==> src/hw/rtl/urr_pkg.sv <==
// shared types and constants for the uniform range reducer
package urr_pkg;

	localparam int DATA_W = 64;
	localparam int IDX_W  = 2;
	// step counter for the rejection threshold remainder
	localparam int CNT_W  = $clog2(DATA_W + 1);

	// configuration register indexes
	localparam logic [IDX_W-1:0] REG_LOW  = 2'd0;
	localparam logic [IDX_W-1:0] REG_HIGH = 2'd1;
	localparam logic [IDX_W-1:0] REG_MODE = 2'd2;

	// one item moving down the divider chain
	typedef struct packed {
		logic              valid;
		logic [DATA_W-1:0] draw;
		logic [DATA_W-1:0] rem;
	} stage_t;

	// derived range settings shared by the chain and the output stage
	typedef struct packed {
		logic [DATA_W-1:0] low;
		logic [DATA_W-1:0] bound;
		logic [DATA_W-1:0] reject;
		logic              inverted;
		logic              full;
	} cfg_t;

endpackage

==> src/hw/rtl/urr_cfg.sv <==
// configuration registers and derived range settings
module urr_cfg (
	input  logic                              clk,
	input  logic                              arst_n,
	input  logic                              cfg_valid,
	output logic                              cfg_ready,
	input  logic [urr_pkg::IDX_W-1:0]         cfg_index,
	input  logic [urr_pkg::DATA_W-1:0]        cfg_data,
	output urr_pkg::cfg_t                     cfg,
	output logic                              rej_busy
);

	logic [urr_pkg::DATA_W-1:0] low_q;
	logic [urr_pkg::DATA_W-1:0] high_q;
	logic                       mode_q;
	urr_pkg::cfg_t              cfg_q;
	logic [urr_pkg::DATA_W-1:0] rej_div_q;
	logic [urr_pkg::CNT_W-1:0]  rej_cnt_q;
	logic                       rej_busy_q;

	logic                       wr;
	logic [urr_pkg::DATA_W-1:0] low_nxt;
	logic [urr_pkg::DATA_W-1:0] high_nxt;
	logic                       mode_nxt;
	logic [urr_pkg::DATA_W-1:0] sign_flip;
	logic                       inv_nxt;
	logic [urr_pkg::DATA_W-1:0] span_nxt;
	logic [urr_pkg::DATA_W-1:0] bound_nxt;
	logic [urr_pkg::DATA_W:0]   rej_trial;
	logic [urr_pkg::DATA_W-1:0] rej_step;

	assign cfg_ready = 1'b1;
	assign wr        = cfg_valid;

	// register values as they stand after this transfer
	always_comb begin
		low_nxt  = low_q;
		high_nxt = high_q;
		mode_nxt = mode_q;
		if (wr) begin
			case (cfg_index)
				urr_pkg::REG_LOW:  low_nxt  = cfg_data;
				urr_pkg::REG_HIGH: high_nxt = cfg_data;
				urr_pkg::REG_MODE: mode_nxt = cfg_data[0];
				default: ;
			endcase
		end
	end

	// signed order by flipping sign bits, span and bound as separate adds
	assign sign_flip = {mode_nxt, {(urr_pkg::DATA_W-1){1'b0}}};
	assign inv_nxt   = (low_nxt ^ sign_flip) > (high_nxt ^ sign_flip);
	assign span_nxt  = high_nxt + ~low_nxt + urr_pkg::DATA_W'(1);
	assign bound_nxt = high_nxt + ~low_nxt + urr_pkg::DATA_W'(2);

	// threshold 2^64 mod bound: restoring remainder of (2^64 - bound), one bit per cycle
	assign rej_trial = {cfg_q.reject, rej_div_q[urr_pkg::DATA_W-1]};
	assign rej_step  = (rej_trial >= {1'b0, cfg_q.bound})
	                   ? urr_pkg::DATA_W'(rej_trial - {1'b0, cfg_q.bound})
	                   : rej_trial[urr_pkg::DATA_W-1:0];

	always_ff @(posedge clk or negedge arst_n) begin
		if (!arst_n) begin
			low_q          <= '0;
			high_q         <= '1;
			mode_q         <= 1'b0;
			cfg_q.low      <= '0;
			cfg_q.bound    <= '0;
			cfg_q.reject   <= '0;
			cfg_q.inverted <= 1'b0;
			cfg_q.full     <= 1'b1;
			rej_div_q      <= '0;
			rej_cnt_q      <= '0;
			rej_busy_q     <= 1'b0;
		end else if (wr) begin
			low_q          <= low_nxt;
			high_q         <= high_nxt;
			mode_q         <= mode_nxt;
			cfg_q.low      <= low_nxt;
			cfg_q.bound    <= bound_nxt;
			cfg_q.reject   <= '0;
			cfg_q.inverted <= inv_nxt;
			cfg_q.full     <= (bound_nxt == '0);
			rej_div_q      <= ~span_nxt;
			rej_cnt_q      <= urr_pkg::CNT_W'(urr_pkg::DATA_W);
			rej_busy_q     <= 1'b1;
		end else if (rej_busy_q) begin
			cfg_q.reject   <= rej_step;
			rej_div_q      <= {rej_div_q[urr_pkg::DATA_W-2:0], 1'b0};
			rej_cnt_q      <= rej_cnt_q - urr_pkg::CNT_W'(1);
			rej_busy_q     <= (rej_cnt_q != urr_pkg::CNT_W'(1));
		end
	end

	assign cfg      = cfg_q;
	assign rej_busy = rej_busy_q;

endmodule

==> config.mk <==
export PLATFORM = sky130hd
export DESIGN_NAME = urr_cfg
export DESIGN_NICKNAME = d
export VERILOG_FILES = /design/src/hw/rtl/urr_pkg.sv /design/src/hw/rtl/urr_cfg.sv
export SDC_FILE = /design/constraint.sdc
export NUM_CORES = 1
export LEC_CHECK = 0
export BUFFER_PORTS_ARGS = -buffer_cell sky130_fd_sc_hd__buf_4
export CORE_ASPECT_RATIO = 0.5
export CORE_MARGIN = 8
export CORE_UTILIZATION = 45
export CTS_CLUSTER_SIZE = 14
export DETAILED_ROUTE_END_ITERATION = 6
export PLACE_DENSITY = 0.64
export SKIP_CTS_REPAIR_TIMING = 1
export SLEW_MARGIN = 20
export SYNTH_ARGS = -nofsm -noshare
export SYNTH_HDL_FRONTEND = slang
export SYNTH_SLANG_ARGS = --single-unit
==> constraint.sdc <==
create_clock -name clk -period 6 [get_ports clk]
set_input_delay 1.5 -clock clk [delete_from_list [all_inputs] [get_ports clk]]
set_output_delay 1.5 -clock clk [all_outputs]
set_load 0.05 [all_outputs]
==> impl_metrics.py <==
metrics = {
    "critical_path": {
        "crit_required_ns": 6.48,
        "worst-path-buf-inv": 4,
        "worstPathMaxFanout": 7,
        "criticalPathCategory": "in2reg",
        "crit_path_frequent_cell": "nand4_1",
        "cpLargestDelayFamily": "simple AND/OR/NAND/NOR gates",
        "cp.arrival_ns": 6.84,
        "worst_setup_path_start_kind": "input pin",
        "cp_slowest_stage_delay_ns": 0.52,
        "crit_slowest_cell": "or3b_4",
        "critPathCaptureType": "flop",
    },
    "cells_and_area": {
        "final_common_cell": "buf_4",
        "antenna_cells": 0,
        "drive_above_1_share": 0.3187,
        "postLayoutCellArea_um2": 40640,
        "synthToLayoutAreaGrowth_pct": 39.63,
        "nNetsFinal": 4846,
        "most-common-layout-cells": "981 x buf_4, 639 x nand2_1, 276 x nor2_1",
    },
    "detailed_routing": {
        "wl_per_cell_um": 19.61,
        "first_iter_violations": 2848,
        "top_layer": "met4",
        "first_pass_iters": 6,
        "drt_wl_total_um": 108700,
        "vias": 30910,
        "wl_met2_um": 47600,
        "post-route-drc-count": 0,
        "vias_per_cell": 5.576,
        "wl_met3_um": 7228,
        "drtAntennaViolNets": 0,
        "drt-met1-wl_um": 51750,
    },
    "clocking": {
        "numCtsBuffers": 36,
        "insertion_delay_ns": 0.59,
        "clockRootBuffer": "clkbuf_16",
        "htree_levels": 2,
        "cts_tree": "built",
        "clkSinkCount": 331,
        "cts.clk_slew.worst_paths_ns": 0.07,
        "cts_buffer_depth": 3,
    },
    "status": {
        "status": "finished, violations left",
        "violations": "setup timing",
    },
    "timing": {
        "max_freq_mhz": 157.4,
        "maxSlewHeadroom": 0.3296,
        "setup_ws_ns": -0.3546,
        "tightest_slew_ns": 1.006,
        "finalHoldViolations": 0,
        "setup_viol": 9,
        "rsz0062_at_grt": "yes",
        "skew_ns": 0.02705,
        "slew_viol_final": 0,
        "period_share": 1.059,
        "period_needed_ns": 6.355,
    },
    "logic_synthesis": {
        "synth_top_family_by_area": "simple AND/OR/NAND/NOR gates",
        "synth_area_um2": 29110,
        "ys_seq_elements": 331,
        "avgSynthCellArea_um2": 7.761,
        "dominantRegCellSynth": "dfrtp_1",
        "synth_mux_area_frac": 0.04058,
        "synth-xor-area-share": 0.08654,
        "yosys.area_share.simple": 0.2389,
        "synth_fp_nets": 3961,
        "synthAdderAreaFrac": 0.06268,
        "ys_warn_count": 0,
        "netlist_instances": 3750,
        "synth.distinct_cells": 122,
        "synth_edf_count": 0,
        "synth_compound_area_frac": 0.2234,
        "synth-async-reset-ratio": 1.000,
        "ys_seq_area_frac": 0.2874,
    },
    "die": {
        "core_region_area_um2": 64490,
        "die_w_um": 375.7,
        "row_count": 66,
        "die_area_um2": 73570,
        "start_util": 0.4513,
        "die_h_um": 195.8,
        "ioPinCount": 265,
    },
    "power_and_ir_drop": {
        "static-leakage-power_nw": 19.99,
        "power_per_cell_area_nw_per_um2": 432.4,
        "pwr-share-seq": 0.202,
        "power_mw": 17.57,
        "p_int_mw": 9.201,
        "p_clk_frac": 0.137,
        "vdd_drop_max_v": 0.0003145,
        "pwr-share-comb": 0.662,
        "p_sw_frac": 0.4764,
        "p_switching_mw": 8.371,
    },
    "grt": {
        "antenna_found_initial": 1,
        "grt_first_pass_wirelength_um": 165500,
        "grt_pass1_vias": 29010,
        "grt_max_degree": 235,
        "grt.total_usage": 0.2769,
        "overflow": 0,
    },
    "place": {
        "preCtsSetupSlack_ns": -1.177,
        "place.gp.congestion": 0.9730,
        "placed_area_um2": 37300,
        "numPortBuffers": 263,
        "dp_hpwl_um": 83830,
    },
    "min_path": {
        "hold_class": "reg2reg",
    },
    "run": {
        "cap_violations": 0,
    },
}
[registers in the layout (all words and copies together) (netlist names)]
signal	cells
rej_busy	1
high_q	64
rej_div_q	64
cfg	194
rej_cnt_q	7
mode_q	1
[worst paths after layout]
kind	startpoint	to	slack, ns	cells after the start
min in group asynchronous	arst_n	cfg[147]$_DFFE_PN0P_	0.86	1
hold reg to reg	high_q[0]$_DFFE_PN1P_	high_q[0]$_DFFE_PN1P_	0.48	2
setup / recovery	cfg_index[0]	cfg[0]$_DFFE_PN1P_	-0.35	25
hold / removal	high_q[0]$_DFFE_PN1P_	high_q[0]$_DFFE_PN1P_	0.48	2
setup reg to reg	high_q[1]$_DFFE_PN1P_	cfg[0]$_DFFE_PN1P_	0.54	22
max in group asynchronous	arst_n	rej_busy$_DFF_PN0_	4.06	2
[synth_stat cells (25+ instances only)]
cell	number	share of area
dfrtp_1	266	0.23
nand3_1	62	0.011
xnor2_1	177	0.053
a31oi_1	39	0.0084
clkbuf_1	148	0.019
o21ai_0	274	0.047
o211ai_1	28	0.0072
a21o_1	93	0.024
nor2b_1	53	0.011
dfstp_2	65	0.059
nand4_1	54	0.012
a21oi_1	194	0.033
inv_1	227	0.029
a211oi_1	92	0.024
nand3b_1	33	0.0085
nor3b_1	31	0.0080
and3_1	25	0.0054
ha_1	141	0.061
xor2_1	105	0.032
nor3_1	49	0.0084
nor2_1	292	0.038
mux2i_1	109	0.037
nand2b_1	51	0.011
nand2_1	658	0.085
[cell families after synthesis]
kind of cell | count (synthesis)
and+or+nand+nor | 1458
AOI/OAI and AO/OA | 984
buffers and inverters | 429
DFF | 331
xor gates and xnor gates | 285
adders and majority gates | 146
muxes | 116
other | 1
[layout make-up]
cell class / instances / area, um^2
sequential: 331 / 8368
tap: 884 / 1106
timing repair buffer: 1046 / 8352
clock inverter: 19 / 254.0
multi-input combinational: 2992 / 20750
inverter: 228 / 858.3
fill: 5662 / 23860
clock buffer: 44 / 950.9
[metrics by stage]
stage,util,cells,TNS [ns],hold WS [ns]
after detailed placement,0.5783,5407,-39.49,0.4697
after global placement,0.5783,5407,-34.41,0.4615
after global routing,0.6301,5544,-4.556,0.4983
after floorplan,-,3750,-20.28,0.4521
final,0.6301,5544,-1.294,0.4776
after CTS,0.5970,5470,-3.158,0.4798
[power by group through the flow]
stage	Combinational (mW)	Sequential, mW	Clock (mW)
3_3_place_gp	10.6	3.55	0
2_1_floorplan	5.06	4.47	0
4_1_cts	10.7	3.53	2.46
3_5_place_dp	10.7	3.57	0
6_report	11.6	3.55	2.40
5_1_grt	12.4	3.62	2.52
[worst register-to-register path, cell delays in order, from the launching register on]
cell and delay [ns]:
dfstp_2 0.61, mux2i_4 0.09, mux2i_2 0.18, nand2_1 0.11, inv_1 0.05, ha_1 0.19
or3_4 0.39, a311oi_4 0.41, o31ai_2 0.13, buf_4 0.17, a31o_4 0.23, xnor2_1 0.52
nand4bb_1 0.29, buf_4 0.17, nand2b_1 0.10, nor2_1 0.05, xor2_1 0.36, nand4_1 0.25
nor3b_1 0.23, nand4_1 0.14, nor4_2 0.39, nand4_1 0.15, o31ai_2 0.19
[routing by layer]
layer	vias up	global-route usage
met5	-	0
met3	132	0.03914
li1	14940	-
met2	914	0.4272
met4	0	0.05490
met1	14930	0.4110
(Power assumes the default switching activity.)
