**src/hw/rtl/urr_pkg.sv**
```systemverilog
// shared types and constants for the uniform range reducer
package urr_pkg;

	localparam int DATA_W = 64;
	localparam int IDX_W  = 2;
	// step counter for the rejection threshold remainder
	localparam int CNT_W  = $clog2(DATA_W + 1);

	// configuration register indexes
	localparam logic [IDX_W-1:0] REG_LOW  = 2'd0;
	localparam logic [IDX_W-1:0] REG_HIGH = 2'd1;
	localparam logic [IDX_W-1:0] REG_MODE = 2'd2;

	// one item moving down the divider chain
	typedef struct packed {
		logic              valid;
		logic [DATA_W-1:0] draw;
		logic [DATA_W-1:0] rem;
	} stage_t;

	// derived range settings shared by the chain and the output stage
	typedef struct packed {
		logic [DATA_W-1:0] low;
		logic [DATA_W-1:0] bound;
		logic [DATA_W-1:0] reject;
		logic              inverted;
		logic              full;
	} cfg_t;

endpackage

```
**src/hw/rtl/urr_out.sv**
```systemverilog
// final stage: rejection test, offset add and result register
module urr_out (
	input  logic                       clk,
	input  logic                       arst_n,
	input  urr_pkg::cfg_t              cfg,
	input  urr_pkg::stage_t            stage_in,
	output logic                       result_valid,
	output logic [urr_pkg::DATA_W-1:0] ranged_value,
	output logic                       range_error
);

	logic                       keep;
	logic                       valid_q;
	logic [urr_pkg::DATA_W-1:0] value_q;
	logic                       error_q;

	// draws below 2^64 mod bound are dropped
	assign keep = stage_in.draw >= cfg.reject;

	always_ff @(posedge clk or negedge arst_n) begin
		if (!arst_n) begin
			valid_q <= 1'b0;
		end else begin
			valid_q <= stage_in.valid & (cfg.inverted | cfg.full | keep);
		end
	end

	// result payload
	always_ff @(posedge clk) begin
		if (cfg.inverted) begin
			value_q <= '0;
			error_q <= 1'b1;
		end else if (cfg.full) begin
			value_q <= stage_in.draw;
			error_q <= 1'b0;
		end else begin
			value_q <= cfg.low + stage_in.rem;
			error_q <= 1'b0;
		end
	end

	assign result_valid = valid_q;
	assign ranged_value = value_q;
	assign range_error  = error_q;

endmodule

```
**config.mk**
```make
export PLATFORM = sky130hd
export DESIGN_NAME = urr_out
export DESIGN_NICKNAME = d
export VERILOG_FILES = /design/src/hw/rtl/urr_pkg.sv /design/src/hw/rtl/urr_out.sv
export SDC_FILE = /design/constraint.sdc
export NUM_CORES = 1
export LEC_CHECK = 0
export ABC_AREA = 1
export BUFFER_PORTS_ARGS = -buffer_cell sky130_fd_sc_hd__buf_2
export CORE_ASPECT_RATIO = 1.75
export CORE_MARGIN = 2
export CORE_UTILIZATION = 35
export DETAILED_ROUTE_END_ITERATION = 10
export GPL_TIMING_DRIVEN = 0
export HOLD_SLACK_MARGIN = 0.03
export PLACE_DENSITY = 0.59
export SLEW_MARGIN = 10
export SYNTH_ARGS = -nofsm -noshare
export SYNTH_HDL_FRONTEND = slang
export SYNTH_SLANG_ARGS = --single-unit
```
**constraint.sdc**
```tcl
create_clock -name clk -period 0.8 [get_ports clk]
set_clock_uncertainty 0.05 [all_clocks]
set_input_delay 0.08 -clock clk [delete_from_list [all_inputs] [get_ports clk]]
set_output_delay 0.08 -clock clk [all_outputs]
set_load 0.01 [all_outputs]
```
==> impl_metrics.json, run 1 <==
{
  "syn_nets": 2353,
  "setup_ws_ns": -0.871,
  "placed_cells": 2603,
  "cpMostUsedCell": "nand2_2",
  "grt_first_pass_wirelength_mm": 66.1,
  "slew_viol_final": 0,
  "cts_sinks": 66,
  "power_leakage_nw": 9.56,
  "power.density_mw_per_mm2": 1140,
  "crit_path_max_fanout": 4,
  "drive_gt1_frac": 0.465,
  "crit_slowest_cell": "fa_2",
  "drtIter0Drc": 454,
  "port_buffers": 325,
  "die_y_um": 229,
  "critPathKind": "in -> reg",
  "clock_path_buffers": 2,
  "synth_commonest_cells": "nand2_1 (656), inv_1 (463), nor2_1 (222), ha_1 (127), a21oi_1 (73)",
  "grt_remaining_overflow": 0,
  "hold_ws_ns": 0.0281,
  "synth_top_area_share": 0.244,
  "tightest_slew_ns": 0.665,
  "yosys_warnings": 0,
  "slew-limit-headroom": 0.557,
  "async_reset_ff_frac": 0.0152,
  "track_usage": 0.282,
  "stdcell_area_mm2": 0.0173,
  "antenna_left": 0,
  "timing.fmax_mhz": 598,
  "start_kind": "primary input",
  "status": "finished, violations left",
  "period_minus_slack_ns": 1.67,
  "clk_pin_slew_ns": 0.06,
  "cpPeakStageDelay_ns": 0.38,
  "synth_most_common_cell": "nand2_1",
  "crit_chain": "buf_6 > ha_4 > inv_2 > fa_2 > inv_4 > nand3_2 > nand2_2 > nand2_2 > nand2_4 > nand2_2 > nand2_2 > nand2_2 > nand2_4 > nand2_4 > nand3_2 > nand3_2 > nand2_1 > inv_1",
  "cp-end-kind": "flip-flop",
  "gp_congestion": 0.946,
  "hp-class": "in -> reg",
  "vias": 12900,
  "nFillCells": 2681,
  "finalHoldViolCount": 0,
  "violations": "negative setup slack",
  "postSynthAreaPerCell_um2": 5.31,
  "syn_inst": 1900,
  "first_global_vias": 13000,
  "post-route-drc-count": 0,
  "ys_types": 36,
  "cts_tree": "yes",
  "antenna_found_initial": 0,
  "fp.coreArea_mm2": 0.0285,
  "wire_per_inst_um": 16.7,
  "n_antenna_cell": 0,
  "wirelength_mm": 45.3,
  "place_hpwl_mm": 36.2,
  "cts.hold.buffers_added": 10,
  "die_w_um": 132,
  "dr.pass1.iters": 5,
  "synth_area_leaders": "nand2_1 (24%), inv_1 (17%), ha_1 (16%), dfxtp_1 (13%), nor2_1 (8.3%)",
  "htreeDepth": 3,
  "fp.dieArea_mm2": 0.0303,
  "setup_tns_ns": -47.44,
  "setup_viol": 130,
  "place_area_mm2": 0.0131,
  "rsz0062_at_grt": "true",
  "cts_buffers": 9,
  "syn_area_mm2": 0.0101,
  "routed_via_density": 4.76,
  "row_count": 82,
  "nets": 2781,
  "ys_ff_latch": 66,
  "ios": 391,
  "syn_to_final_growth_pct": 71.4,
  "grt_max_degree": 14,
  "synth_edf_count": 0,
  "cp.arrival_ns": 1.86,
  "synthFlopType": "dfxtp_1",
  "crit_required_ns": 0.99,
  "start_util": 0.354,
  "fin_util": 0.607,
  "synth_seq_area_share": 0.131,
  "root_buffer": "clkbuf_16",
  "max-cap-violations": 0,
  "ir_drop_mv": 1.38,
  "fin_crit_sh": 2.09,
  "synth_top_area_cell": "nand2_1",
  "layoutNonFillerInstCount": 2711
}
final timing paths:
| kind | from | depth (start not counted) | end |
|---|---|---|---|
| max | cfg[130] | 18 | ranged_value[60]$_SDFF_PP0_ |
| max in group asynchronous | arst_n | 3 | result_valid$_DFF_PN0_ |
| min in group asynchronous | arst_n | 3 | result_valid$_DFF_PN0_ |
| min | stage_in[67] | 5 | ranged_value[3]$_SDFF_PP0_ |
through the flow:
step,power [mW],worst slack (ns)
after floorplan,8.79,-0.810
after global placement,12.0,-1.34
after detailed placement,12.0,-1.35
after CTS,18.6,-0.749
after global routing,20.9,-0.925
final,19.8,-0.871
sequential cells by signal, indices dropped and copies added, names as in the netlist:
| signal | count |
|---|---|
| ranged_value | 64 |
| result_valid | 1 |
| range_error | 1 |
layout by cell type, fill, tap and decap left out, types with 5 or more instances in the layout:
master	Yosys	routed
nand2_4	0	67
nand3_4	0	15
nor3_4	1	6
a21oi_2	0	34
dfxtp_2	0	50
nand2_1	656	436
nor2_2	21	35
nand2_2	34	182
ha_4	0	81
dfxtp_1	65	15
clkbuf_16	0	9
a21oi_1	73	33
nand3_2	8	25
xor2_2	0	6
clkbuf_1	12	11
o21ai_0	33	7
xnor2_2	0	5
buf_6	0	107
nand2_8	0	5
buf_2	2	237
o21ai_1	9	27
a21oi_4	0	6
dlygate4sd3_1	0	10
inv_1	463	412
nor2_4	2	36
nor2_1	222	174
buf_12	0	7
o21ai_2	0	8
inv_2	7	55
nand3_1	67	35
nor3_2	4	12
buf_4	0	61
nand4_1	13	13
ha_1	127	43
xor2_4	0	15
o211ai_1	5	5
metal layers:
| layer | routed length, um | share of wire | GRT usage |
|---|---|---|---|
| met1 | 14300 | 0.32 | 0.248 |
| met2 | 25200 | 0.56 | 0.565 |
| met3 | 1550 | 0.034 | 0.0310 |
| met4 | 4280 | 0.095 | 0.215 |
| met5 | 0 | 0 | 0 |
cell families after synthesis:
kind of cell	share of synthesized area
AOI/OAI and AO/OA	0.0682
and+or+nand+nor	0.430
buffers and inverters	0.184
xor gates and xnor gates	0.0269
DFF	0.131
adders and majority gates	0.159
critical path: cells and delay by family:
family	cells	cell delay, ns
buffers and inverters	4	0.27
adders and majority gates	2	0.51
and+or+nand+nor	12	1.01
what timing repair did:
action | 4_1_cts | 5_1_grt
pin swaps | 192 | 154
endpoints found under the hold margin | 15 | 1
endpoints found under the setup margin | 131 | 130
setup buffers | 60 | 25
gates cloned | 0 | 0
resized for setup | 500 | 257
area by class of cell:
type | instances | area [um2] | area share
multi-input combinational | 1340 | 10200 | 0.589
timing repair buffer | 417 | 3070 | 0.177
inverter | 474 | 1790 | 0.103
sequential | 66 | 1390 | 0.0803
tap | 378 | 473 | 0.0273
clock buffer | 9 | 225 | 0.0130
buffer | 20 | 95.1 | 0.00550
clock inverter | 7 | 75.1 | 0.00434
report_power, final:
group          leakage (nW)  total, mW  switching, mW  internal [mW]
clock                 0.150       4.06           1.63           2.43
sequential            0.567       3.81          0.141           3.66
combinational          8.84       11.9           6.74           5.16
total                  9.56       19.8           8.51           11.3
Note: power is estimated with default switching activity, not from simulation.
==> run 2: changes to the inputs <==
CORE_AREA = 2 2 150 152   (was default)
CORE_ASPECT_RATIO = default   (was 1.75)
CORE_MARGIN = default   (was 2)
CORE_UTILIZATION = default   (was 35)
CTS_BUF_LIST = sky130_fd_sc_hd__clkbuf_4 sky130_fd_sc_hd__clkbuf_8   (was default)
DIE_AREA = 0 0 152 154   (was default)
PLACE_DENSITY = 0.75   (was 0.59)
==> impl_metrics.json, run 2 (synthesized netlist as in run 1, its figures left out) <==
{
  "syn_to_final_growth_pct": 73.3,
  "hold_ws_ns": 0.0217,
  "setup_tns_ns": -57.50,
  "die_y_um": 154,
  "cp-end-kind": "flip-flop",
  "timing.fmax_mhz": 542,
  "layoutNonFillerInstCount": 2634,
  "slew_viol_final": 0,
  "htreeDepth": 3,
  "cts.hold.buffers_added": 17,
  "hp-class": "in -> reg",
  "crit_required_ns": 0.98,
  "power_leakage_nw": 9.93,
  "root_buffer": "clkbuf_8",
  "port_buffers": 325,
  "cts_buffers": 9,
  "drive_gt1_frac": 0.484,
  "period_minus_slack_ns": 1.85,
  "largest_reg_flops": 64,
  "dr.pass1.iters": 6,
  "power.density_mw_per_mm2": 1100,
  "cts_tree": "yes",
  "dpl_worst_slack_ns": -1.20,
  "grt_remaining_overflow": 0,
  "crit_path_max_fanout": 4,
  "place_hpwl_mm": 33.6,
  "row_count": 54,
  "setup_ws_ns": -1.05,
  "cp.arrival_ns": 2.02,
  "antenna_found_initial": 5,
  "vias": 14600,
  "critPathKind": "in -> reg",
  "slew-limit-headroom": 0.647,
  "violations": "negative setup slack",
  "routed_via_density": 5.56,
  "track_usage": 0.355,
  "final_common_cell": "inv_1",
  "setup_viol": 131,
  "clock_path_buffers": 2,
  "tightest_slew_ns": 0.529,
  "status": "finished, violations left",
  "post-route-drc-count": 0,
  "die_w_um": 152,
  "antenna_left": 0,
  "start_util": 0.466,
  "final_cell_mix": "inv_1 (399), nand2_1 (394), buf_2 (220)",
  "first_global_vias": 12800,
  "drtIter0Drc": 1659,
  "finalHoldViolCount": 0,
  "max-cap-violations": 0,
  "wire_per_inst_um": 20.2,
  "wirelength_mm": 53.3,
  "rsz0062_at_grt": "true",
  "ir_drop_mv": 0.634,
  "nets": 2797,
  "placed_cells": 2505,
  "fp.coreArea_mm2": 0.0217,
  "fin_util": 0.807,
  "ios": 391,
  "start_kind": "primary input",
  "clk_pin_slew_ns": 0.08,
  "fin_crit_sh": 2.31,
  "gp_congestion": 0.979,
  "grt_max_degree": 12,
  "fp.dieArea_mm2": 0.0234,
  "grt_first_pass_wirelength_mm": 66.4,
  "cts_sinks": 66
}
run 2: path summary, 6_finish.rpt:
check,from,end,depth (start not counted)
max,stage_in[11],ranged_value[19]$_SDFF_PP0_,12
min,stage_in[110],ranged_value[46]$_SDFF_PP0_,5
max in group asynchronous,arst_n,result_valid$_DFF_PN0_,3
min in group asynchronous,arst_n,result_valid$_DFF_PN0_,3
run 2: critical path, cell delays in order:
cell	delay (ns)
buf_6	0.10
ha_4	0.35
nand2_4	0.09
nor2_4	0.33
nand2_4	0.12
nor2_4	0.23
nand2_2	0.12
nand3_4	0.11
xnor2_2	0.12
nand2_1	0.09
o211ai_1	0.14
inv_1	0.10
run 2: area by class of cell:
| type | instances | area, um2 |
|---|---|---|
| sequential | 66 | 1380 |
| timing repair buffer | 433 | 3240 |
| tap | 280 | 350 |
| antenna | 5 | 12.5 |
| buffer | 20 | 97.6 |
| inverter | 474 | 1800 |
| clock inverter | 4 | 26.3 |
| fill | 1427 | 4190 |
| multi-input combinational | 1340 | 10400 |
| clock buffer | 12 | 159 |
run 2: routing by layer:
metal | track usage | vias up | wire length [um]
li1 | - | 6544 | -
met1 | 0.465 | 6535 | 19500
met2 | 0.595 | 1177 | 23400
met3 | 0.0457 | 382 | 6070
met4 | 0.140 | 0 | 4390
met5 | 0 | - | 0
run 2: power breakdown:
part / leakage [nW] / switching [mW] / internal [mW]
combinational: 9.27 / 7.52 / 5.19
clock: 0.0958 / 1.38 / 1.32
sequential: 0.565 / 0.148 / 3.65
total: 9.93 / 9.04 / 10.2
run 2: stage by stage:
stage	power [mW]	cell area, um2
floorplan	8.79	11000
global placement	11.7	13000
detailed placement	11.8	13000
CTS	16.7	15900
global route	19.9	17500
finish	19.2	17500
run 2: repair_timing:
item,in CTS,in global routing
setup endpoints to repair,131,131
gates resized for setup,510,356
endpoints found under the hold margin,33,2
pin swaps,193,187
buffers inserted,65,28
