[src/hw/rtl/urr_pkg.sv]
// shared types and constants for the uniform range reducer
package urr_pkg;

	localparam int DATA_W = 64;
	localparam int IDX_W  = 2;
	// step counter for the rejection threshold remainder
	localparam int CNT_W  = $clog2(DATA_W + 1);

	// configuration register indexes
	localparam logic [IDX_W-1:0] REG_LOW  = 2'd0;
	localparam logic [IDX_W-1:0] REG_HIGH = 2'd1;
	localparam logic [IDX_W-1:0] REG_MODE = 2'd2;

	// one item moving down the divider chain
	typedef struct packed {
		logic              valid;
		logic [DATA_W-1:0] draw;
		logic [DATA_W-1:0] rem;
	} stage_t;

	// derived range settings shared by the chain and the output stage
	typedef struct packed {
		logic [DATA_W-1:0] low;
		logic [DATA_W-1:0] bound;
		logic [DATA_W-1:0] reject;
		logic              inverted;
		logic              full;
	} cfg_t;

endpackage

[src/hw/rtl/urr_div_cell.sv]
// one restoring division step: brings in one draw bit and reduces by the bound
module urr_div_cell #(
	parameter int BIT = 63
) (
	input  logic                       clk,
	input  logic                       arst_n,
	input  logic [urr_pkg::DATA_W-1:0] bound,
	input  urr_pkg::stage_t            stage_in,
	output urr_pkg::stage_t            stage_out
);

	logic [urr_pkg::DATA_W:0]   trial;
	logic                       ge;
	logic [urr_pkg::DATA_W-1:0] rem_nxt;
	logic                       valid_q;
	logic [urr_pkg::DATA_W-1:0] draw_q;
	logic [urr_pkg::DATA_W-1:0] rem_q;

	// shift in the next dividend bit and subtract when it fits
	assign trial   = {stage_in.rem, stage_in.draw[BIT]};
	assign ge      = trial >= {1'b0, bound};
	assign rem_nxt = ge ? urr_pkg::DATA_W'(trial - {1'b0, bound})
	                    : trial[urr_pkg::DATA_W-1:0];

	always_ff @(posedge clk or negedge arst_n) begin
		if (!arst_n) begin
			valid_q <= 1'b0;
		end else begin
			valid_q <= stage_in.valid;
		end
	end

	// payload
	always_ff @(posedge clk) begin
		draw_q <= stage_in.draw;
		rem_q  <= rem_nxt;
	end

	assign stage_out.valid = valid_q;
	assign stage_out.draw  = draw_q;
	assign stage_out.rem   = rem_q;

endmodule

[config.mk]
export PLATFORM = sky130hd
export DESIGN_NAME = urr_div_cell
export DESIGN_NICKNAME = d
export VERILOG_FILES = /design/src/hw/rtl/urr_pkg.sv /design/src/hw/rtl/urr_div_cell.sv
export SDC_FILE = /design/constraint.sdc
export NUM_CORES = 1
export LEC_CHECK = 0
export BUFFER_PORTS_ARGS = -buffer_cell sky130_fd_sc_hd__buf_2
export CAP_MARGIN = 40
export CORE_AREA = 10 10 100 190
export CTS_BUF_LIST = sky130_fd_sc_hd__clkbuf_8 sky130_fd_sc_hd__clkbuf_16
export DETAILED_ROUTE_END_ITERATION = 12
export DIE_AREA = 0 0 110 200
export GPL_ROUTABILITY_DRIVEN = 0
export PLACE_DENSITY = 0.79
export SLEW_MARGIN = 15
export SYNTH_ARGS = -nofsm -noshare
export SYNTH_HDL_FRONTEND = slang
export SYNTH_SLANG_ARGS = --single-unit
[constraint.sdc]
create_clock -name clk -period 0.8 [get_ports clk]
set_input_delay 0.12 -clock clk [delete_from_list [all_inputs] [get_ports clk]]
set_output_delay 0.12 -clock clk [all_outputs]
set_load 0.05 [all_outputs]
==> flow_summary.json, run 1 <==
{
  "status": "did not finish",
  "lastStage": "clock tree synthesis (4_1_cts)",
  "stop_error": "[ERROR DPL-0038] Utilization greater than 100%, impossible to legalize",
  "dp_cells": 1696,
  "ys_types": 66,
  "synth_edf_count": 0,
  "synth_top_area_share_pct": 34.2,
  "synth_area_per_cell_sq_um": 8.01,
  "place_area_sq_um": 11500,
  "hold_buffers": 123,
  "initial_core_util_pct": 47.2,
  "std_cell_rows": 65,
  "ys_seq_area_share_pct": 34.6,
  "numPortBuffers": 323,
  "synthTopCellsByArea": "dfxtp_1, ha_1, o21ai_0",
  "die_w_um": 110,
  "yosys_warnings": 0,
  "h-tree-depth": 4,
  "synth_area_sq_um": 7490,
  "synth_nets": 1195,
  "ys_async_sr_fraction_pct": 0.775,
  "postCtsSetupBuffers": 22,
  "die_y_um": 200,
  "clkSinkCount": 129,
  "synthFlopType": "dfxtp_1",
  "synth_top_area_cell": "dfxtp_1",
  "root_buffer": "clkbuf_16",
  "cts.path.max_buffers": 2,
  "cts_resized": 720,
  "dpl.hpwl_um": 26600,
  "num_io_pins": 324,
  "cts_made_buffers": 17,
  "synth-seq-cells": 129,
  "synth_cells": 935
}
## logic make-up after synthesis
kind of cell / Yosys count / synth area share (%)
XOR/XNOR: 54 / 6.32
AND/OR/NAND/NOR: 268 / 16.5
multiplexers: 7 / 1.04
buffers and inverters: 115 / 6.18
flip-flops: 129 / 34.6
adder cells (fa/ha/maj): 65 / 11.0
AO/OA/AOI/OAI: 297 / 24.4
## cells in the mapped netlist, types with 2 or more instances
| cell | instances |
|---|---|
| or3_1 | 8 |
| a21oi_1 | 78 |
| xor2_1 | 28 |
| nor2b_1 | 3 |
| nor3_1 | 16 |
| a31oi_1 | 7 |
| o21bai_1 | 7 |
| o31a_1 | 2 |
| buf_2 | 12 |
| o31ai_1 | 14 |
| and4_1 | 3 |
| clkbuf_1 | 19 |
| nor4_1 | 8 |
| or2_2 | 2 |
| a31o_2 | 2 |
| ha_1 | 64 |
| a221oi_1 | 2 |
| nand3_1 | 18 |
| and3b_1 | 2 |
| buf_4 | 2 |
| nand4_1 | 18 |
| a21o_1 | 32 |
| nor2_1 | 52 |
| a21boi_0 | 7 |
| mux2_1 | 5 |
| o21a_1 | 6 |
| dfxtp_1 | 128 |
| a41oi_1 | 2 |
| nand2_1 | 118 |
| a311o_1 | 2 |
| o21ai_1 | 11 |
| a22oi_1 | 3 |
| xnor2_1 | 26 |
| o21ai_0 | 91 |
| and2_1 | 4 |
| a311oi_1 | 3 |
| a211oi_1 | 5 |
| nand2b_1 | 7 |
| inv_1 | 80 |
| o211ai_1 | 5 |
| nor3b_1 | 2 |
| and3_1 | 5 |
| a21oi_2 | 3 |
## stage by stage
stage                     hold WS, ns  setup slack [ns]  setup TNS, ns
after floorplan                -0.176             -1.82        -105.12
after global placement         -0.104             -1.99        -118.75
after detailed placement       -0.103             -2.08        -122.40
==> run 2, diff against run 1 <==
- CORE_AREA: 10 10 100 190 -> 10 10 162 164
- CTS_BUF_LIST: sky130_fd_sc_hd__clkbuf_8 sky130_fd_sc_hd__clkbuf_16 -> default
- DIE_AREA: 0 0 110 200 -> 0 0 172 174
- PLACE_DENSITY: 0.79 -> default
- PLACE_DENSITY_LB_ADDON: default -> 0.15
==> run 2 against run 1 <==
Net effect: the flow now finishes, with violations (negative hold slack, negative setup slack); area after synthesis unchanged; synthesized cell count unchanged.
==> flow_summary.json, run 2 <==
{
  "period_share_pct": 290,
  "swShare_pct": 39.3,
  "die_y_um": 174,
  "ir_drop_mv": 1.39,
  "layout_min_cycle_time_ns": 2.32,
  "final_common_cell": "buf_4",
  "die_w_um": 172,
  "path_clk_slew_ns": 0.07,
  "hold_start": "stage_in[29]",
  "synthFlopType": "dfxtp_1",
  "whs_ns": -0.00914,
  "ys_types": 66,
  "violations": "negative hold slack, negative setup slack",
  "drc": 0,
  "initial_core_util_pct": 32.4,
  "num_io_pins": 324,
  "synthTopCellsByArea": "dfxtp_1, ha_1, o21ai_0",
  "antenna_found_initial": 10,
  "setup-violations-final": 193,
  "ys_async_sr_fraction_pct": 0.775,
  "cts.path.max_buffers": 2,
  "ys_seq_area_share_pct": 34.6,
  "whs_endpoint": "rem_q[30]",
  "area_delta_synth_final_pct": 118,
  "synth_cells": 935,
  "comb_power_share_pct": 47.2,
  "p_clk_share_pct": 26.2,
  "finalWorstSetupSlack_ns": -1.52,
  "grt_max_degree": 28,
  "p_seq_share_pct": 26.5,
  "final_area_sq_um": 16400,
  "tightestPinTransition_ns": 0.555,
  "drive_gt1_share_pct": 58.4,
  "rsz0062_at_grt": "true",
  "finalMaxSlewViolations": 0,
  "synth-xor-area-share_pct": 6.32,
  "cts_made_buffers": 17,
  "clkSinkCount": 129,
  "cellInternalPower_uw": 18500,
  "ant_nets": 0,
  "yosys_warnings": 0,
  "hold_class": "in -> reg",
  "die_area_sq_um": 29900,
  "power.density_nw_per_um2": 1870,
  "p_switching_uw": 12000,
  "via_per_inst": 4.84,
  "slew_headroom_pct": 62.5,
  "dpl.hpwl_um": 25400,
  "p_leak_uw": 0.00773,
  "maxCapViolCount": 0,
  "layout.nets": 1940,
  "synth_nets": 1195,
  "std_cell_rows": 56,
  "end_kind": "flip-flop",
  "yosysMostFrequentCell": "dfxtp_1",
  "synth_commonest_cells": "dfxtp_1, nand2_1, o21ai_0",
  "firstDrtPassIters": 5,
  "crit_fanout": 4,
  "fmax_mhz": 431,
  "holdPathStages": 4,
  "hold_viol_final": 1,
  "wl_per_cell_um": 19.0,
  "synth_simple_gate_area_share_pct": 16.5,
  "grt_overflow": 0,
  "crit_type": "in -> reg",
  "required_ns": 1.17,
  "top_regs": "draw_q: 64 flops, rem_q: 64 flops, valid_q: 1 flops",
  "synth_edf_count": 0,
  "place_area_sq_um": 11700,
  "synthMuxAreaShare_pct": 1.04,
  "status": "complete, but fails checks",
  "wirelength_um": 37800,
  "synth_adder_area_share_pct": 11.0,
  "coreArea_sq_um": 23100,
  "h-tree-depth": 4,
  "numPortBuffers": 323,
  "cts_tree": "done",
  "root_buffer": "clkbuf_16",
  "grt.total_usage_pct": 21.3,
  "synth_top_area_share_pct": 34.2,
  "grt_pass1_vias": 9856,
  "synth_compound_area_share_pct": 24.4,
  "grt_pass1_wl_um": 51400,
  "synth-seq-cells": 129,
  "cp-start-kind": "primary input",
  "crit_arrival_ns": 2.69,
  "layout_common_cells": "buf_4, buf_2, dfxtp_2",
  "synth_area_per_cell_sq_um": 8.01,
  "drtIter0Drc": 605,
  "vias": 9635,
  "synth_top_area_cell": "dfxtp_1",
  "synth_area_sq_um": 7490,
  "synth_top_family_by_area": "compound AO/OA/AOI/OAI gates"
}
==> run 2: through the flow <==
step	util (%)	setup TNS [ns]	instances	power [uW]	setup slack, ns
after global placement	50.6	-125.25	1796	18400	-2.13
final	70.7	-120.14	1990	30600	-1.52
after CTS	60.6	-129.49	1955	27600	-1.50
after global routing	70.7	-131.65	1988	31900	-1.63
after detailed placement	50.6	-128.69	1796	18400	-2.17
after floorplan	-	-105.12	935	14200	-1.82
==> run 2: what timing repair did <==
item                                   4_1_cts  5_1_grt
setup endpoints to repair                  193      193
resized for setup                          131      755
cloned                                       0        7
setup buffers                                5       21
endpoints found under the hold margin      121        1
pin swaps                                   10       83
hold buffers                               122        1
==> run 2: power by group through the flow <==
stage	combinational (uW)	sequential (uW)	clock, uW
after global placement	10700	7670	0
after floorplan	3450	10700	0
after global routing	15200	8170	8440
final	14400	8110	8020
after CTS	11800	7630	8160
after detailed placement	10800	7660	0
==> run 2: per-layer routing <==
metal	vias up	wire length, um	track usage [%]	part of all wire [%]
met5	-	42	0	0.11
met4	6	951	6.65	2.5
met3	55	2740	6.00	7.3
met2	319	18900	36.6	50
met1	4446	15200	25.0	40
li1	4809	-	-	-
==> run 2: final cells by class <==
type / instances / area [sq um]
Sequential cell: 129 / 2750
Fill cell: 1661 / 6770
Multi-Input combinational cell: 691 / 5550
Timing Repair Buffer: 761 / 6780
Clock buffer: 18 / 439
Antenna cell: 7 / 17.5
Inverter: 80 / 320
Clock inverter: 14 / 139
Tap cell: 290 / 363
==> run 2: cell families (layout without fill, tap and decap cells) <==
| logic type | count (synthesis) | count (layout) |
|---|---|---|
| flops | 129 | 129 |
| xor+xnor | 54 | 54 |
| mux | 7 | 7 |
| fa+ha+maj | 65 | 65 |
| other cells | 0 | 7 |
| simple gates | 268 | 268 |
| buf+inv | 115 | 873 |
| compound gates | 297 | 297 |
==> run 2: worst max-delay path by stage <==
stage,cells past startpoint,to,from,slack (ns)
2_1_floorplan,12,rem_q[10],stage_in[28],-1.82
3_3_place_gp,14,rem_q[60],bound[36],-2.13
3_5_place_dp,13,rem_q[60],stage_in[35],-2.17
4_1_cts,13,rem_q[50],bound[28],-1.50
5_1_grt,15,rem_q[29],bound[2],-1.63
6_report,14,rem_q[58],bound[1],-1.52
==> run 2: worst max-delay path: stages <==
cell	delay (ns)
buf_2	0.09
inv_1	0.07
buf_4	0.14
fa_2	0.38
a21o_1	0.20
a221oi_2	0.25
o2111a_2	0.28
o32ai_4	0.10
o31ai_4	0.26
o21ai_4	0.12
buf_6	0.13
and4_1	0.16
nor4_1	0.28
a21o_1	0.11
Power figures use the tool's default switching activity.
==> run 3, diff against run 2 <==
- SETUP_SLACK_MARGIN: default -> 0.5
==> run 3 against run 2 <==
Net effect: the run still ends with negative hold slack, negative setup slack left; first-iteration DRC count is 37% lower; setup slack got worse by 0.0042 ns; die area unchanged; largest cell class unchanged; largest power group unchanged.
==> flow_summary.json, run 3 (synthesized netlist as in run 2, its figures left out) <==
{
  "status": "complete, but fails checks",
  "violations": "negative hold slack, negative setup slack",
  "vias": 9242,
  "die_y_um": 174,
  "end_kind": "flip-flop",
  "grt_use_met1_pct": 24.5,
  "die_area_sq_um": 29900,
  "drc": 0,
  "area_delta_synth_final_pct": 112,
  "grt_pass1_vias": 9606,
  "cts_tree": "done",
  "via_per_inst": 4.91,
  "top_regs": "draw_q: 64 flops, rem_q: 64 flops, valid_q: 1 flops",
  "required_ns": 1.13,
  "drive_gt1_share_pct": 62.9,
  "path_delay_family": "compound AO/OA/AOI/OAI gates",
  "std_cell_rows": 56,
  "cts.path.max_buffers": 2,
  "place_area_sq_um": 12100,
  "hold_buffers": 1,
  "rsz0062_at_grt": "true",
  "clkSinkCount": 129,
  "wirelength_um": 34800,
  "setup-violations-final": 193,
  "ant_nets": 0,
  "n_fill_cell": 1773,
  "hold_viol_final": 117,
  "ir_drop_mv": 1.30,
  "final_area_sq_um": 15800,
  "grt_pass1_wl_um": 51700,
  "cts_made_buffers": 17,
  "critical_path.max_stage_delay_ns": 0.33,
  "grt_overflow": 0,
  "finalMaxSlewViolations": 0,
  "slew_headroom_pct": 54.8,
  "layout_min_cycle_time_ns": 2.33,
  "holdPathStages": 1,
  "h-tree-depth": 4,
  "grt_use_met3_pct": 7.36,
  "initial_core_util_pct": 32.4,
  "power.density_nw_per_um2": 1950,
  "maxCapViolCount": 0,
  "dp_cells": 1790,
  "coreArea_sq_um": 23100,
  "cpMaxStageDelayCell": "a311o_1",
  "path_clk_slew_ns": 0.07,
  "tightestPinTransition_ns": 0.670,
  "die_w_um": 172,
  "final_common_cell": "buf_4",
  "p_leak_uw": 0.00747,
  "grt.total_usage_pct": 21.8,
  "use_met2_pct": 38.4,
  "grt_most_used_layer": "met2",
  "root_buffer": "clkbuf_16",
  "wl_per_cell_um": 18.5,
  "finalWorstSetupSlack_ns": -1.53,
  "final_util_pct": 68.5,
  "crit_fanout": 7,
  "cp-start-kind": "primary input",
  "crit_arrival_ns": 2.65,
  "drtIter0Drc": 381,
  "hold_class": "in -> reg",
  "layout.nets": 1837,
  "firstDrtPassIters": 5,
  "whs_ns": -0.220,
  "period_share_pct": 291,
  "num_io_pins": 324,
  "worstPathCellList": "buf_6 -> inv_4 -> ha_4 -> nand4_1 -> buf_6 -> nor2_4 -> a311o_1 -> o31a_1 -> nor3_4 -> o21ai_4 -> a311oi_4 -> buf_6 -> buf_4 -> buf_12 -> mux2_4",
  "antenna_found_initial": 8,
  "numPortBuffers": 323,
  "final_cells": 1882,
  "path_common_cell": "buf_6",
  "tns_ns": -121.35,
  "hold_start": "stage_in[102]",
  "layout_common_cells": "buf_4, buf_2, buf_8",
  "crit_type": "in -> reg",
  "dpl.hpwl_um": 25700,
  "grt_max_degree": 17,
  "whs_endpoint": "draw_q[38]",
  "fmax_mhz": 430,
  "path_buf_inv": 6,
  "place_ws_ns": -2.13
}
run 3: cell type report:
type,count,area (sq um),area share (%)
repair buffers,658,6020,38.0
multi-input cells,691,5470,34.5
flip-flops and latches,129,3060,19.3
clock buffers,18,439,2.77
well taps,290,363,2.29
inverters,80,320,2.02
clock inverters,14,166,1.05
diodes,2,5.00,0.0316
run 3: repair_timing:
action	CTS	global route
hold endpoints to repair	123	118
endpoints found under the setup margin	193	193
setup buffers	28	18
cloned	7	4
pin swaps	71	40
resized for setup	599	91
run 3: where the power goes:
part / internal (uW) / leakage, uW / switching, uW / total (uW)
clock: 4790 / 0.000289 / 3630 / 8420
combinational: 6880 / 0.00604 / 7500 / 14400
sequential: 7500 / 0.00114 / 604 / 8100
run 3: stage by stage:
step / hold WS [ns] / power (uW)
finish: -0.220 / 30900
global route: -0.244 / 32300
CTS: -0.233 / 30400
detailed placement: -0.103 / 18500
global placement: -0.105 / 18500
floorplan: -0.176 / 14400
run 3: routing by layer:
metal	up-vias	wire length, um
li1	4585	-
met1	4306	13800
met2	288	17400
met3	51	2970
met4	12	486
met5	-	83
run 3: how the worst max path moves through the flow:
stage,start,end,cells after the start
3_5_place_dp,bound[18],rem_q[55],11
6_report,bound[32],rem_q[29],15
3_3_place_gp,stage_in[17],rem_q[55],10
4_1_cts,bound[26],rem_q[60],16
2_1_floorplan,stage_in[28],rem_q[10],12
5_1_grt,stage_in[5],rem_q[60],14
